`config.mk`:
```
export PLATFORM = sky130hd
export DESIGN_NAME = tmce_front
export DESIGN_NICKNAME = d
export VERILOG_FILES = /design/src/rtl/core/tmce_pkg.sv /design/src/rtl/core/tmce_front.sv
export SDC_FILE = /design/constraint.sdc
export NUM_CORES = 1
export LEC_CHECK = 0
export BUFFER_PORTS_ARGS = -buffer_cell sky130_fd_sc_hd__buf_2
export CAP_MARGIN = 20
export CORE_AREA = 2 2 39 41
export DETAILED_ROUTE_END_ITERATION = 16
export DIE_AREA = 0 0 41 43
export GPL_TIMING_DRIVEN = 0
export PLACE_DENSITY = 0.68
export SLEW_MARGIN = 30
export SYNTH_ARGS = -nofsm -noshare
export SYNTH_HDL_FRONTEND = slang
export SYNTH_SLANG_ARGS = --single-unit
```
`constraint.sdc`:
```
create_clock -name vclk -period 3.2
set_input_delay 0.32 -clock vclk [all_inputs]
set_output_delay 0.32 -clock vclk [all_outputs]
set_load 0.1 [all_outputs]
```
`src/rtl/core/tmce_pkg.sv`:
```
package tmce_pkg;

   localparam int COLUMNS = 80;
   localparam int ROWS = 25;
   localparam int CELLS = COLUMNS * ROWS;
   localparam int ADDR_W = $clog2(CELLS);

   localparam int KIND_W = 2;
   localparam int CHAR_W = 8;
   localparam int COL_W = 7;
   localparam int ROW_W = 5;
   localparam int POS_W = 11;
   localparam int COLOR_W = 4;
   localparam int TAB_W = 5;
   localparam int CELL_W = 2 * CHAR_W;

   localparam int QUEUE_DEPTH = 2;
   localparam int QPTR_W = $clog2(QUEUE_DEPTH);

   localparam int CSR_ADDR_W = 4;
   localparam int CSR_DATA_W = 32;

   localparam logic [KIND_W-1:0] KIND_PUT          = 2'd0;
   localparam logic [KIND_W-1:0] KIND_CLEAR_SCREEN = 2'd1;
   localparam logic [KIND_W-1:0] KIND_CLEAR_LINE   = 2'd2;
   localparam logic [KIND_W-1:0] KIND_READ         = 2'd3;

   localparam logic [CHAR_W-1:0] CHAR_NEWLINE   = 8'h0A;
   localparam logic [CHAR_W-1:0] CHAR_TAB       = 8'h09;
   localparam logic [CHAR_W-1:0] CHAR_RETURN    = 8'h0D;
   localparam logic [CHAR_W-1:0] CHAR_BACKSPACE = 8'h08;
   localparam logic [CHAR_W-1:0] CHAR_SPACE     = 8'h20;
   localparam logic [CHAR_W-1:0] CHAR_BLANK     = 8'h00;
   localparam logic [CHAR_W-1:0] RESET_ATTR     = 8'h0F;

   localparam logic [1:0] REG_FG_COLOR = 2'd0;
   localparam logic [1:0] REG_BG_COLOR = 2'd1;
   localparam logic [1:0] REG_TAB_SIZE = 2'd2;

   localparam logic [COLOR_W-1:0] FG_RESET = 4'hF;
   localparam logic [COLOR_W-1:0] BG_RESET = 4'h0;
   localparam logic [TAB_W-1:0] TAB_RESET = 5'd4;

   typedef enum logic [3:0] {
      OP_PRINT,
      OP_NEWLINE,
      OP_TAB,
      OP_RETURN,
      OP_BACKSPACE,
      OP_CLEAR_ALL,
      OP_CLEAR_LINE,
      OP_READ,
      OP_READ_NONE
   } op_type;

   typedef struct packed {
      op_type              op;
      logic [CHAR_W-1:0]   char_code;
      logic [COL_W-1:0]    read_col;
      logic [ROW_W-1:0]    read_row;
   } item_type;

   typedef struct packed {
      logic [COL_W-1:0] col;
      logic [ROW_W-1:0] row;
      logic             scroll;
   } cursor_type;

   typedef enum logic [2:0] {
      ST_INIT,
      ST_IDLE,
      ST_TAB_DIV,
      ST_TAB_PUT,
      ST_SWEEP,
      ST_READ_WAIT,
      ST_DONE
   } back_state_type;

   function automatic logic [ROW_W-1:0] phys_row(input logic [ROW_W-1:0] vis,
                                                 input logic [ROW_W-1:0] top);
      logic [ROW_W:0] s;
      s = {1'b0, vis} + {1'b0, top};
      if (s >= (ROW_W+1)'(ROWS)) begin
         s = s - (ROW_W+1)'(ROWS);
      end
      return s[ROW_W-1:0];
   endfunction

   function automatic logic [ADDR_W-1:0] cell_addr(input logic [ROW_W-1:0] row,
                                                   input logic [COL_W-1:0] col);
      return ADDR_W'(ADDR_W'(row) * ADDR_W'(COLUMNS) + ADDR_W'(col));
   endfunction

   function automatic cursor_type settle(input logic [COL_W-1:0] col_a,
                                         input logic [ROW_W-1:0] row_a);
      cursor_type c;
      c.col = col_a;
      c.row = row_a;
      c.scroll = 1'b0;
      if (c.col >= COL_W'(COLUMNS)) begin
         c.col = '0;
         c.row = c.row + 1'b1;
      end
      if (c.row >= ROW_W'(ROWS)) begin
         c.row = ROW_W'(ROWS - 1);
         c.scroll = 1'b1;
      end
      return c;
   endfunction

endpackage

```
`src/rtl/core/tmce_front.sv`:
```
module tmce_front (
   input  logic                          req_valid,
   output logic                          req_ready,
   input  logic [tmce_pkg::KIND_W-1:0]   req_kind,
   input  logic [tmce_pkg::CHAR_W-1:0]   req_char_code,
   input  logic [tmce_pkg::COL_W-1:0]    req_read_col,
   input  logic [tmce_pkg::ROW_W-1:0]    req_read_row,
   input  logic                          init_busy,
   output logic                          push_valid,
   input  logic                          push_ready,
   output tmce_pkg::item_type            push_item
);
   import tmce_pkg::*;

   op_type op;

   always_comb begin
      case (req_kind)
         KIND_PUT: begin
            case (req_char_code)
               CHAR_NEWLINE:   op = OP_NEWLINE;
               CHAR_TAB:       op = OP_TAB;
               CHAR_RETURN:    op = OP_RETURN;
               CHAR_BACKSPACE: op = OP_BACKSPACE;
               default:        op = OP_PRINT;
            endcase
         end
         KIND_CLEAR_SCREEN: op = OP_CLEAR_ALL;
         KIND_CLEAR_LINE:   op = OP_CLEAR_LINE;
         KIND_READ: begin
            if (req_read_col < COL_W'(COLUMNS) && req_read_row < ROW_W'(ROWS)) begin
               op = OP_READ;
            end else begin
               op = OP_READ_NONE;
            end
         end
         default: op = OP_READ_NONE;
      endcase
   end

   assign req_ready = push_ready & ~init_busy;
   assign push_valid = req_valid & ~init_busy;
   assign push_item = '{op: op, char_code: req_char_code,
                        read_col: req_read_col, read_row: req_read_row};

endmodule

```
Word-level counts from Yosys, hierarchy flattened:

Cells that the tools add are included.

* magnitude comparators: 2
* reductions and logical operators: 2
* equality and inequality tests: 7
* muxes and demuxes: 3
* bitwise logic cells: 3

Operators with widths (count)
* == test 8 x 4 -> 1 bit (second input constant): 4
* one-hot mux 4 bit (4 select lines): 1
* one-hot mux 3 bit (4 select lines): 1
* less-than comparator 7 bit (second input constant): 1
* less-than comparator 5 bit (second input constant): 1
* == test 2 bit (second input constant): 2
* 2-to-1 mux 4 bit: 1
* bitwise AND 1 bit: 2
* == test 2 x 1 -> 1 bit (second input constant): 1
* zero test 2 bit: 1
* logical AND 1 bit: 1
* NOT 1 bit: 1

* register bits after elaboration: 0
* output and inout bits: 26

Longest topological paths before layout:

* depth in word-level cells: 4
* gate-level depth with buffers: 3

Worst setup path before layout:

No wires, ideal clock.

* path type: input to output
* start: input port req_read_row[2] in the netlist's numbering
* end: output port push_item[22] in the netlist's numbering
* path slack: -0.342 ns
* arrival: 3.222 ns
* path buffers: 0
* stages: 3
* cells stage by stage: o311ai_0 -> a21oi_1 -> a21oi_1

RTL lines
* start: declaration: RTL line tmce_front.sv:7 `input logic [tmce_pkg::ROW_W-1:0] req_read_row,`
* end: declaration: RTL line tmce_front.sv:11 `output tmce_pkg::item_type push_item`

==> results.sh <==
export IMPL_grtUsageMet1_pct=10.13
export IMPL_timing_hold_worst_class="input port to output pin"
export IMPL_hold_vio_cnt_final=0
export IMPL_drt_antenna_violating_nets=0
export IMPL_clock_fmax_mhz=464.7
export IMPL_post_route_drc_count=0
export IMPL_synthMuxAreaShare_pct=0
export IMPL_maxcap_viol_count=0
export IMPL_via_per_inst=4.020
export IMPL_crit_path_max_fanout=3
export IMPL_final_cell_mix="sky130_fd_sc_hd__buf_2 (47), sky130_fd_sc_hd__buf_4 (20)"
export IMPL_antennaDiodeCount=0
export IMPL_finalWorstPathRequiredPeriod_ns=2.152
export IMPL_post_layout_total_power_mw=0.1964
export IMPL_grt_util_all_layers_pct=8.891
export IMPL_final_critical_path_setup_slack_ns=1.048
export IMPL_core_rowCount=14
export IMPL_synth_distinct_cells=16
export IMPL_design_portCount=51
export IMPL_worst_endpoint_arrival_ns=1.83
export IMPL_synth_cell_area_um2=292.8
export IMPL_dpl_hpwl_um=791.7
export IMPL_ratio_of_cells_with_drive_above_1_in_the_final_layout_pct=83.72
export IMPL_synth_xor_area_share_pct=0
export IMPL_antenna_found_initial=0
export IMPL_rsz_0062_raised_after_global_routing="false"
export IMPL_pre_cts_worst_setup_slack_ns=1.023
export IMPL_floorplan_die_width_um=41
export IMPL_area_delta_synth_final_pct=89.74
export IMPL_routed_wirelength_um=817
export IMPL_critical_path_capture_point_type="output pin"
export IMPL_setup_worst_path_class="input port to output pin"
export IMPL_vias_in_the_first_global_route=339
export IMPL_gp_congestion=0.6195
export IMPL_worst_pin_slew_ns=0.6821
export IMPL_max_vdd_ir_drop_uv=137.1
export IMPL_fill_cell_count=153
export IMPL_seq_cell_count=0
export IMPL_power_leakage_nw=0.3216
export IMPL_leading_cell_type_in_the_layout_fill_and_taps_excluded="sky130_fd_sc_hd__buf_2"
export IMPL_maximum_number_of_pins_on_one_net_before_global_route_repair=7
export IMPL_synth_simple_area_share_pct=29.49
export IMPL_grt_ovfl_total=0
export IMPL_regArea_um2=0
export IMPL_max_slew_margin_rel_pct=53.95
export IMPL_drtIter0Drc=3
export IMPL_post_dp_cell_area_um2=555.5
export IMPL_timing_final_max_slew_violations=0
export IMPL_post_synth_net_total=64
export IMPL_holdPathStages=2
export IMPL_core_area_mm2=0.001384
export IMPL_postCtsSetupBuffers=0
export IMPL_avgRoutedWirePerCell_um=8.010
export IMPL_dominant_combinational_cell_family_by_area_after_synthesis="buffers and inverters"
export IMPL_buffer_ports_inserted=47
export IMPL_nets=113
export IMPL_first_pass_iters=4
export IMPL_vias=410
export IMPL_power_per_cell_area_mw_per_mm2=353.4
export IMPL_adder_and_majority_gate_portion_of_the_synthesized_area_pct=0
export IMPL_syn_avg_cell_area_um2=7.507
export IMPL_hold_path_startpoint="req_read_col[1]"
export IMPL_ctsHoldBuffers=0
export IMPL_fin_worst_hold_slack_ns=1.024
export IMPL_setup_violations_final=0
export IMPL_fin_tns_setup_ns=0
export IMPL_fin_area_um2=555.5
export IMPL_grt_first_pass_wirelength_um=1173
export IMPL_hold_path_end="push_item[6]"
export IMPL_fin_crit_sh_pct=67.25
export IMPL_synth_compound_area_share_pct=19.23
export IMPL_timing_critical_path_required_ns=2.88
export IMPL_grt_busiest_layer="met2"
export IMPL_cts_resized_gates=0
export IMPL_die_y_um=43
export IMPL_die_area_mm2=0.001763
export IMPL_crit_path_start_kind="input port"
export IMPL_use_met2_pct=17.81
export IMPL_gr_usage_met3_pct=0
export IMPL_yosys_warnings=0
export IMPL_run_status="finished, final reports clean"
export IMPL_synth_yosys_seq_area_share_pct=0
export IMPL_syn_instance_count=39
export IMPL_nClkBuffers=0
export IMPL_start_util_pct=21.16
-- kinds of logic (layout without fill, tap and decap cells) --
| logic type | after synthesis | count (layout) |
|---|---|---|
| AO/OA/AOI/OAI | 7 | 7 |
| AND/OR/NAND/NOR | 12 | 12 |
| buffers and inverters | 20 | 67 |
-- metrics by stage --
stage,util (%),std cells
finish,40.14,102
global route,40.14,102
CTS,40.14,102
detailed placement,40.14,102
global placement,40.14,102
floorplan,-,39
-- cells in the mapped netlist, drive strengths merged, types with 2 or more instances --
cell,count,area (µm²)
a21oi,2,10.01
a2bb2oi,2,17.52
buf,20,150.1
nand2,2,7.510
nor2b,2,12.51
-- layout make-up --
type,instances,area [µm²],share of cell area [%]
timing repair buffer,47,235.2,42.34
multi-input combinational,19,150.1,27.03
buffer,20,150.1,27.03
tap,16,20.02,3.604
-- power breakdown --
part	total, mW	switching [mW]	internal, mW
combinational	0.196	0.155	0.0414
sequential	0	0	0
clock	0	0	0
-- layer usage --
layer,vias to the layer above,wire [µm]
li1,213,-
met1,165,292
met5,-,0
met4,0,0
met2,32,407
met3,0,117
-- worst max-delay path: stages --
cell,delay (ns)
sky130_fd_sc_hd__buf_2,0.11
sky130_fd_sc_hd__or4b_4,0.55
sky130_fd_sc_hd__nor4b_2,0.24
sky130_fd_sc_hd__a2bb2oi_1,0.17
sky130_fd_sc_hd__buf_2,0.44
-- how the worst max path moves through the flow --
stage                startpoint             to  slack (ns)  depth (start not counted)
5_1_grt         req_read_row[2]  push_item[21]        0.93                          5
2_1_floorplan  req_char_code[5]  push_item[20]        0.20                          3
3_5_place_dp   req_char_code[5]  push_item[21]        1.02                          5
3_3_place_gp    req_read_row[2]  push_item[21]        1.04                          5
6_report       req_char_code[5]  push_item[21]        1.05                          5
4_1_cts        req_char_code[5]  push_item[21]        1.02                          5
No activity file was read; power rests on OpenSTA's default activity.
