<file path="src/rtl/core/tmce_pkg.sv">
package tmce_pkg;

   localparam int COLUMNS = 80;
   localparam int ROWS = 25;
   localparam int CELLS = COLUMNS * ROWS;
   localparam int ADDR_W = $clog2(CELLS);

   localparam int KIND_W = 2;
   localparam int CHAR_W = 8;
   localparam int COL_W = 7;
   localparam int ROW_W = 5;
   localparam int POS_W = 11;
   localparam int COLOR_W = 4;
   localparam int TAB_W = 5;
   localparam int CELL_W = 2 * CHAR_W;

   localparam int QUEUE_DEPTH = 2;
   localparam int QPTR_W = $clog2(QUEUE_DEPTH);

   localparam int CSR_ADDR_W = 4;
   localparam int CSR_DATA_W = 32;

   localparam logic [KIND_W-1:0] KIND_PUT          = 2'd0;
   localparam logic [KIND_W-1:0] KIND_CLEAR_SCREEN = 2'd1;
   localparam logic [KIND_W-1:0] KIND_CLEAR_LINE   = 2'd2;
   localparam logic [KIND_W-1:0] KIND_READ         = 2'd3;

   localparam logic [CHAR_W-1:0] CHAR_NEWLINE   = 8'h0A;
   localparam logic [CHAR_W-1:0] CHAR_TAB       = 8'h09;
   localparam logic [CHAR_W-1:0] CHAR_RETURN    = 8'h0D;
   localparam logic [CHAR_W-1:0] CHAR_BACKSPACE = 8'h08;
   localparam logic [CHAR_W-1:0] CHAR_SPACE     = 8'h20;
   localparam logic [CHAR_W-1:0] CHAR_BLANK     = 8'h00;
   localparam logic [CHAR_W-1:0] RESET_ATTR     = 8'h0F;

   localparam logic [1:0] REG_FG_COLOR = 2'd0;
   localparam logic [1:0] REG_BG_COLOR = 2'd1;
   localparam logic [1:0] REG_TAB_SIZE = 2'd2;

   localparam logic [COLOR_W-1:0] FG_RESET = 4'hF;
   localparam logic [COLOR_W-1:0] BG_RESET = 4'h0;
   localparam logic [TAB_W-1:0] TAB_RESET = 5'd4;

   typedef enum logic [3:0] {
      OP_PRINT,
      OP_NEWLINE,
      OP_TAB,
      OP_RETURN,
      OP_BACKSPACE,
      OP_CLEAR_ALL,
      OP_CLEAR_LINE,
      OP_READ,
      OP_READ_NONE
   } op_type;

   typedef struct packed {
      op_type              op;
      logic [CHAR_W-1:0]   char_code;
      logic [COL_W-1:0]    read_col;
      logic [ROW_W-1:0]    read_row;
   } item_type;

   typedef struct packed {
      logic [COL_W-1:0] col;
      logic [ROW_W-1:0] row;
      logic             scroll;
   } cursor_type;

   typedef enum logic [2:0] {
      ST_INIT,
      ST_IDLE,
      ST_TAB_DIV,
      ST_TAB_PUT,
      ST_SWEEP,
      ST_READ_WAIT,
      ST_DONE
   } back_state_type;

   function automatic logic [ROW_W-1:0] phys_row(input logic [ROW_W-1:0] vis,
                                                 input logic [ROW_W-1:0] top);
      logic [ROW_W:0] s;
      s = {1'b0, vis} + {1'b0, top};
      if (s >= (ROW_W+1)'(ROWS)) begin
         s = s - (ROW_W+1)'(ROWS);
      end
      return s[ROW_W-1:0];
   endfunction

   function automatic logic [ADDR_W-1:0] cell_addr(input logic [ROW_W-1:0] row,
                                                   input logic [COL_W-1:0] col);
      return ADDR_W'(ADDR_W'(row) * ADDR_W'(COLUMNS) + ADDR_W'(col));
   endfunction

   function automatic cursor_type settle(input logic [COL_W-1:0] col_a,
                                         input logic [ROW_W-1:0] row_a);
      cursor_type c;
      c.col = col_a;
      c.row = row_a;
      c.scroll = 1'b0;
      if (c.col >= COL_W'(COLUMNS)) begin
         c.col = '0;
         c.row = c.row + 1'b1;
      end
      if (c.row >= ROW_W'(ROWS)) begin
         c.row = ROW_W'(ROWS - 1);
         c.scroll = 1'b1;
      end
      return c;
   endfunction

endpackage

</file>
<file path="src/rtl/core/tmce_queue.sv">
module tmce_queue (
   input  logic               clock,
   input  logic               reset,
   input  logic               push_valid,
   output logic               push_ready,
   input  tmce_pkg::item_type push_item,
   output logic               pop_valid,
   input  logic               pop_ready,
   output tmce_pkg::item_type pop_item
);
   import tmce_pkg::*;

   item_type          entry_ff [QUEUE_DEPTH];
   logic [QPTR_W-1:0] wr_ptr_ff, wr_ptr_in;
   logic [QPTR_W-1:0] rd_ptr_ff, rd_ptr_in;
   logic [QPTR_W:0]   count_ff, count_in;
   logic              do_push, do_pop;

   assign push_ready = count_ff != (QPTR_W+1)'(QUEUE_DEPTH);
   assign pop_valid = count_ff != '0;
   assign pop_item = entry_ff[rd_ptr_ff];
   assign do_push = push_valid & push_ready;
   assign do_pop = pop_valid & pop_ready;

   always_comb begin
      wr_ptr_in = wr_ptr_ff;
      rd_ptr_in = rd_ptr_ff;
      count_in = count_ff;
      if (do_push) begin
         wr_ptr_in = (wr_ptr_ff == QPTR_W'(QUEUE_DEPTH - 1)) ? '0 : wr_ptr_ff + 1'b1;
      end
      if (do_pop) begin
         rd_ptr_in = (rd_ptr_ff == QPTR_W'(QUEUE_DEPTH - 1)) ? '0 : rd_ptr_ff + 1'b1;
      end
      if (do_push && !do_pop) begin
         count_in = count_ff + 1'b1;
      end else if (do_pop && !do_push) begin
         count_in = count_ff - 1'b1;
      end
   end

   always_ff @(posedge clock) begin
      if (reset) begin
         wr_ptr_ff <= '0;
         rd_ptr_ff <= '0;
         count_ff <= '0;
      end else begin
         wr_ptr_ff <= wr_ptr_in;
         rd_ptr_ff <= rd_ptr_in;
         count_ff <= count_in;
      end
   end

   always_ff @(posedge clock) begin
      if (do_push) begin
         entry_ff[wr_ptr_ff] <= push_item;
      end
   end

endmodule

</file>
<file path="config.mk">
export PLATFORM = sky130hd
export DESIGN_NAME = tmce_queue
export DESIGN_NICKNAME = d
export VERILOG_FILES = /design/src/rtl/core/tmce_pkg.sv /design/src/rtl/core/tmce_queue.sv
export SDC_FILE = /design/constraint.sdc
export NUM_CORES = 1
export LEC_CHECK = 0
export BUFFER_PORTS_ARGS = -buffer_cell sky130_fd_sc_hd__buf_2
export CAP_MARGIN = 40
export CORE_MARGIN = 2
export CORE_UTILIZATION = 31
export DETAILED_ROUTE_END_ITERATION = 12
export PLACE_DENSITY_LB_ADDON = 0.3
export SLEW_MARGIN = 20
export SYNTH_ARGS = -nofsm -noshare
export SYNTH_HDL_FRONTEND = slang
export SYNTH_SLANG_ARGS = --single-unit
</file>
<file path="constraint.sdc">
create_clock -name clock -period 3.9 [get_ports clock]
set_input_delay 0.585 -clock clock [delete_from_list [all_inputs] [get_ports clock]]
set_output_delay 0.585 -clock clock [all_outputs]
set_load 0.005 [all_outputs]
</file>
Yosys cells after proc, flatten, opt, wreduce, memory -nomap -nowiden
Memories as Yosys holds them, arrays and structs flattened. A register that Yosys moved wholly into a read port is not among the register bits.
Index checks and enable logic that the tools add are counted.
{"block": "totals", "out_inout_bits": 26, "in_bits": 28, "reg_bits": 4, "memories": 1, "ram_bits": 48}
{"memory": "entry_ff", "depth": 2, "word_bits": 24, "read_ports": 1, "rd_ports_with_merged_regs": 1, "write_ports": 1, "line_no": "tmce_queue.sv:13", "text": "item_type entry_ff [QUEUE_DEPTH];"}
{"block": "op_classes", "n_eq_ne": 1, "n_mux": 8, "n_reduce_logical": 6, "add_sub_neg": 4, "bitwise_logic": 2}
{"op": "1-bit 2-to-1 mux", "n": 6}
{"op": "2-bit 2-to-1 mux", "n": 2}
{"op": "2-bit nonzero test", "n": 2}
{"op": "1-bit adder, second input constant", "n": 2}
{"op": "2-bit by 1-bit adder with 2-bit output, second input constant", "n": 1}
{"op": "1-bit AND", "n": 2}
{"op": "1-bit logical AND", "n": 2}
{"op": "1-bit logical NOT", "n": 2}
{"op": "2-bit != test, second input constant", "n": 1}
{"op": "2-bit by 1-bit subtractor with 2-bit output, second input constant", "n": 1}

Depth between registers and ports, before layout
{"block": "depth", "word_depth": 6, "ltp_mapped": 6, "mapped_depth_nobuf": 6}

Least setup slack after synthesis
OpenSTA, ideal clock, no wires.
{"block": "synth_timing", "path_type": "register to register", "startpoint": "reg count_ff[0]", "endpoint": "mem entry_ff[1][0] (netlist bit), enable pin", "path_slack_ns": 2.271, "arrival_ns": 1.246, "path_stages_with_launch": 3, "n_path_buf": 0, "cell_sequence": "dfxtp_1 nand2b_1 and3_1"}
{"block": "synth_via", "elab_chain_cells": 4}
{"element": "start: declaration", "line_no": "tmce_queue.sv:16", "text": "logic [QPTR_W:0] count_ff, count_in;"}
{"element": "start signal: assignment", "line_no": "tmce_queue.sv:50", "text": "count_ff <= count_in;"}
{"element": "2-bit != test", "line_no": "tmce_queue.sv:19", "text": "assign push_ready = count_ff != (QPTR_W+1)'(QUEUE_DEPTH);"}
{"element": "named net push_ready", "line_no": "tmce_queue.sv:5", "text": "output logic push_ready,"}
{"element": "1-bit AND", "line_no": "tmce_queue.sv:22", "text": "assign do_push = push_valid & push_ready;"}
{"element": "1-bit 2-to-1 mux", "line_no": "tmce_queue.sv:55", "text": "if (do_push) begin"}
{"element": "1-bit 2-to-1 mux (implied by the code)", "line_no": "tmce_queue.sv:56", "text": "entry_ff[wr_ptr_ff] <= push_item;"}
{"element": "end: declaration", "line_no": "tmce_queue.sv:13"}
The timed path passes the listed nets, and every way through them passes these cells.

==> impl_metrics.env <==
export IMPL_cts_buffers=5
export IMPL_drive_gt1_frac=0.556
export IMPL_die_w_um=83.3
export IMPL_regArea_mm2=0.00154
export IMPL_postCtsSetupRepairBufs=0
export IMPL_end_kind="output port"
export IMPL_cts_hold_buf=0
export IMPL_drv_cap=0
export IMPL_grt_usage=0.0933
export IMPL_instances_no_fill=235
export IMPL_critPathArrivalTime_ns=1.60
export IMPL_worst_hold_slack_ns=0.481
export IMPL_synthTopCellsByArea="edfxtp_1 (74%), mux2_2 (14%), dfxtp_1 (5.1%)"
export IMPL_synthXorXnorAreaFrac=0.0135
export IMPL_gp_congestion=0.692
export IMPL_r2r_start="count_ff[0]$_SDFFE_PP0P_"
export IMPL_crit_family="flip-flops"
export IMPL_synthCells=99
export IMPL_clkLatencyLatePin_ns=0.29
export IMPL_timing_final_ws_setup_ns=1.71
export IMPL_crit_type="flip-flop to output port"
export IMPL_power_leakage_uw=0.000916
export IMPL_yosys_area_share_simple=0.0257
export IMPL_grt_pass1_vias=1075
export IMPL_holdCritPathClass="primary input to flip-flop"
export IMPL_die_h_um=83.3
export IMPL_row_count=28
export IMPL_antenna_cells=0
export IMPL_drv_slew=0
export IMPL_place_hpwl_um=2480
export IMPL_ys_seq_area_frac=0.791
export IMPL_worstPathCellList="buf_8 > mux2_2 > buf_2"
export IMPL_start_util=0.325
export IMPL_firstDrtPassIters=4
export IMPL_routed_via_density=4.40
export IMPL_grt_overflow_total=0
export IMPL_setup_violations_final=0
export IMPL_clock_fmax_ghz=0.457
export IMPL_timing_rr_end="count_ff[1]$_SDFFE_PP0P_"
export IMPL_wirelength_um=3230
export IMPL_routedWlPerCell_um=13.7
export IMPL_crit_buf_inv=2
export IMPL_die_area_mm2=0.00694
export IMPL_p_per_area_mw_per_mm2=573
export IMPL_remaining_drc_errors=0
export IMPL_worst_r2r_setup_slack_ns=2.24
export IMPL_synth_compound_area_share=0.0154
export IMPL_grt_first_pass_wirelength_um=5100
export IMPL_drtIter0Drc=27
export IMPL_outcome="completed"
export IMPL_ys_ff_latch=53
export IMPL_fin_crit_ns=2.19
export IMPL_rsz0062_at_grt="false"
export IMPL_hp_start="push_item[11]"
export IMPL_cts_reportedPaths_clkPinSlew_ns=0.09
export IMPL_crit_fanout=16
export IMPL_h_tree_depth=2
export IMPL_hold_viol=0
export IMPL_cp_required_ns=3.31
export IMPL_ant_nets=0
export IMPL_synthAdderAreaFrac=0.00642
export IMPL_synthMuxAreaShare=0.139
export IMPL_worst_pin_slew_ns=0.443
export IMPL_synth_top_family_by_area="multiplexers"
export IMPL_synth_avg_cell_area_um2=19.7
export IMPL_grt_max_degree=17
export IMPL_whs_path_depth=1
export IMPL_synth_top_area_share=0.739
export IMPL_pre_cts_ws_ns=2.00
export IMPL_synth_area_leader_cell="edfxtp_1"
export IMPL_multi_input_area_um2=389
export IMPL_io_pins=54
export IMPL_ys_types=17
export IMPL_core_mm2=0.00599
export IMPL_clkSinkCount=53
export IMPL_syn_nets=128
export IMPL_hold_path_end="entry_ff[0][11]$_DFFE_PP_"
export IMPL_dp_cells=228
export IMPL_cpPeakStageDelay_ns=0.59
export IMPL_period_share=0.561
export IMPL_yosys_warnings=0
export IMPL_finalClockSkew_ns=0.00383
export IMPL_clockBufferDepth=2
export IMPL_fillCellCount=571
export IMPL_startpoint_type="flip-flop"
export IMPL_relSlewSlack=0.704
export IMPL_cp_slowest_cell="dfxtp_1"
export IMPL_antenna_found_initial=0
export IMPL_port_buffers=53
export IMPL_ir_drop_mv=0.249
export IMPL_area_growth_syn_to_layout_pct=25.1
export IMPL_tns_ns=0
export IMPL_tritoncts="built"
export IMPL_ctsResizeCount=0
export IMPL_vias=1034
export IMPL_ff2ff_path_depth=5
export IMPL_root_buffer="clkbuf_8"
export IMPL_netlist_area_mm2=0.00195
export IMPL_nets=189
==> area by class of cell <==
| cell class | count | area share |
|---|---|---|
| Sequential cell | 53 | 0.632 |
| Multi-Input combinational cell | 42 | 0.160 |
| Timing Repair Buffer | 57 | 0.135 |
| Tap cell | 75 | 0.0385 |
| Clock buffer | 5 | 0.0282 |
| Clock inverter | 2 | 0.00462 |
| Inverter | 1 | 0.00154 |
==> stage by stage <==
step / cell area (um^2) / total power (uW) / util
floorplan: 1950 / 971 / -
global placement: 2300 / 1100 / 0.384
detailed placement: 2360 / 1150 / 0.394
CTS: 2440 / 1420 / 0.407
global route: 2440 / 1470 / 0.407
finish: 2440 / 1400 / 0.407
==> power breakdown <==
part           switching, uW  internal, uW  total [uW]
Sequential              38.4           711         750
Clock                    154           121         274
Combinational            165           208         372
==> per-layer routing <==
layer	vias up	share of wire	global-route usage
li1	495	-	-
met1	494	0.40	0.104
met2	41	0.51	0.162
met3	4	0.083	0.0427
met4	0	0.0065	0.0224
met5	-	0	0
==> state kept, by name (all words and copies together), names as in the netlist, named ones only <==
register,cells
count_ff,2
entry_ff,48
rd_ptr_ff,1
wr_ptr_ff,1
==> worst max path at each step <==
stage | start | cells past startpoint | slack, ns | to
2_1_floorplan | count_ff[0]$_SDFFE_PP0P_ | 2 | 2.27 | entry_ff[1][0]$_DFFE_PP_
3_3_place_gp | flip-flop | 2 | 1.78 | pop_item[22]
3_5_place_dp | flip-flop | 3 | 2.00 | pop_item[18]
4_1_cts | flip-flop | 3 | 1.67 | pop_item[18]
5_1_grt | flip-flop | 3 | 1.61 | pop_item[18]
6_report | flip-flop | 3 | 1.71 | pop_item[18]
==> kinds of logic (layout without fill, tap and decap cells) <==
group,after synthesis,count (layout)
DFF,53,53
muxes,24,24
and+or+nand+nor,9,9
AOI/OAI and AO/OA,5,5
buffers and inverters,4,65
xor gates and xnor gates,3,3
adders and majority gates,1,1
==> synthesized netlist by cell type <==
cell      count
and3_1        1
a21oi_1       2
edfxtp_1     48
or2_2         1
ha_1          1
nor2_1        3
xor2_1        3
buf_2         3
o21ai_0       2
dfxtp_1       5
and2_1        1
a21bo_2       1
nand2b_1      1
nand3b_1      1
mux2_2       24
inv_1         1
or3_1         1
==> cells in the final DEF (no fill, tap or decap), drive strengths merged, types with 2 or more instances in the layout <==
cell type / Yosys / layout
nor2: 3 / 3
clkbuf: 0 / 5
dfxtp: 5 / 5
buf: 3 / 57
a21oi: 2 / 2
o21ai: 2 / 2
edfxtp: 48 / 48
xor2: 3 / 3
mux2: 24 / 24
Note: power is estimated with default switching activity, not from simulation.
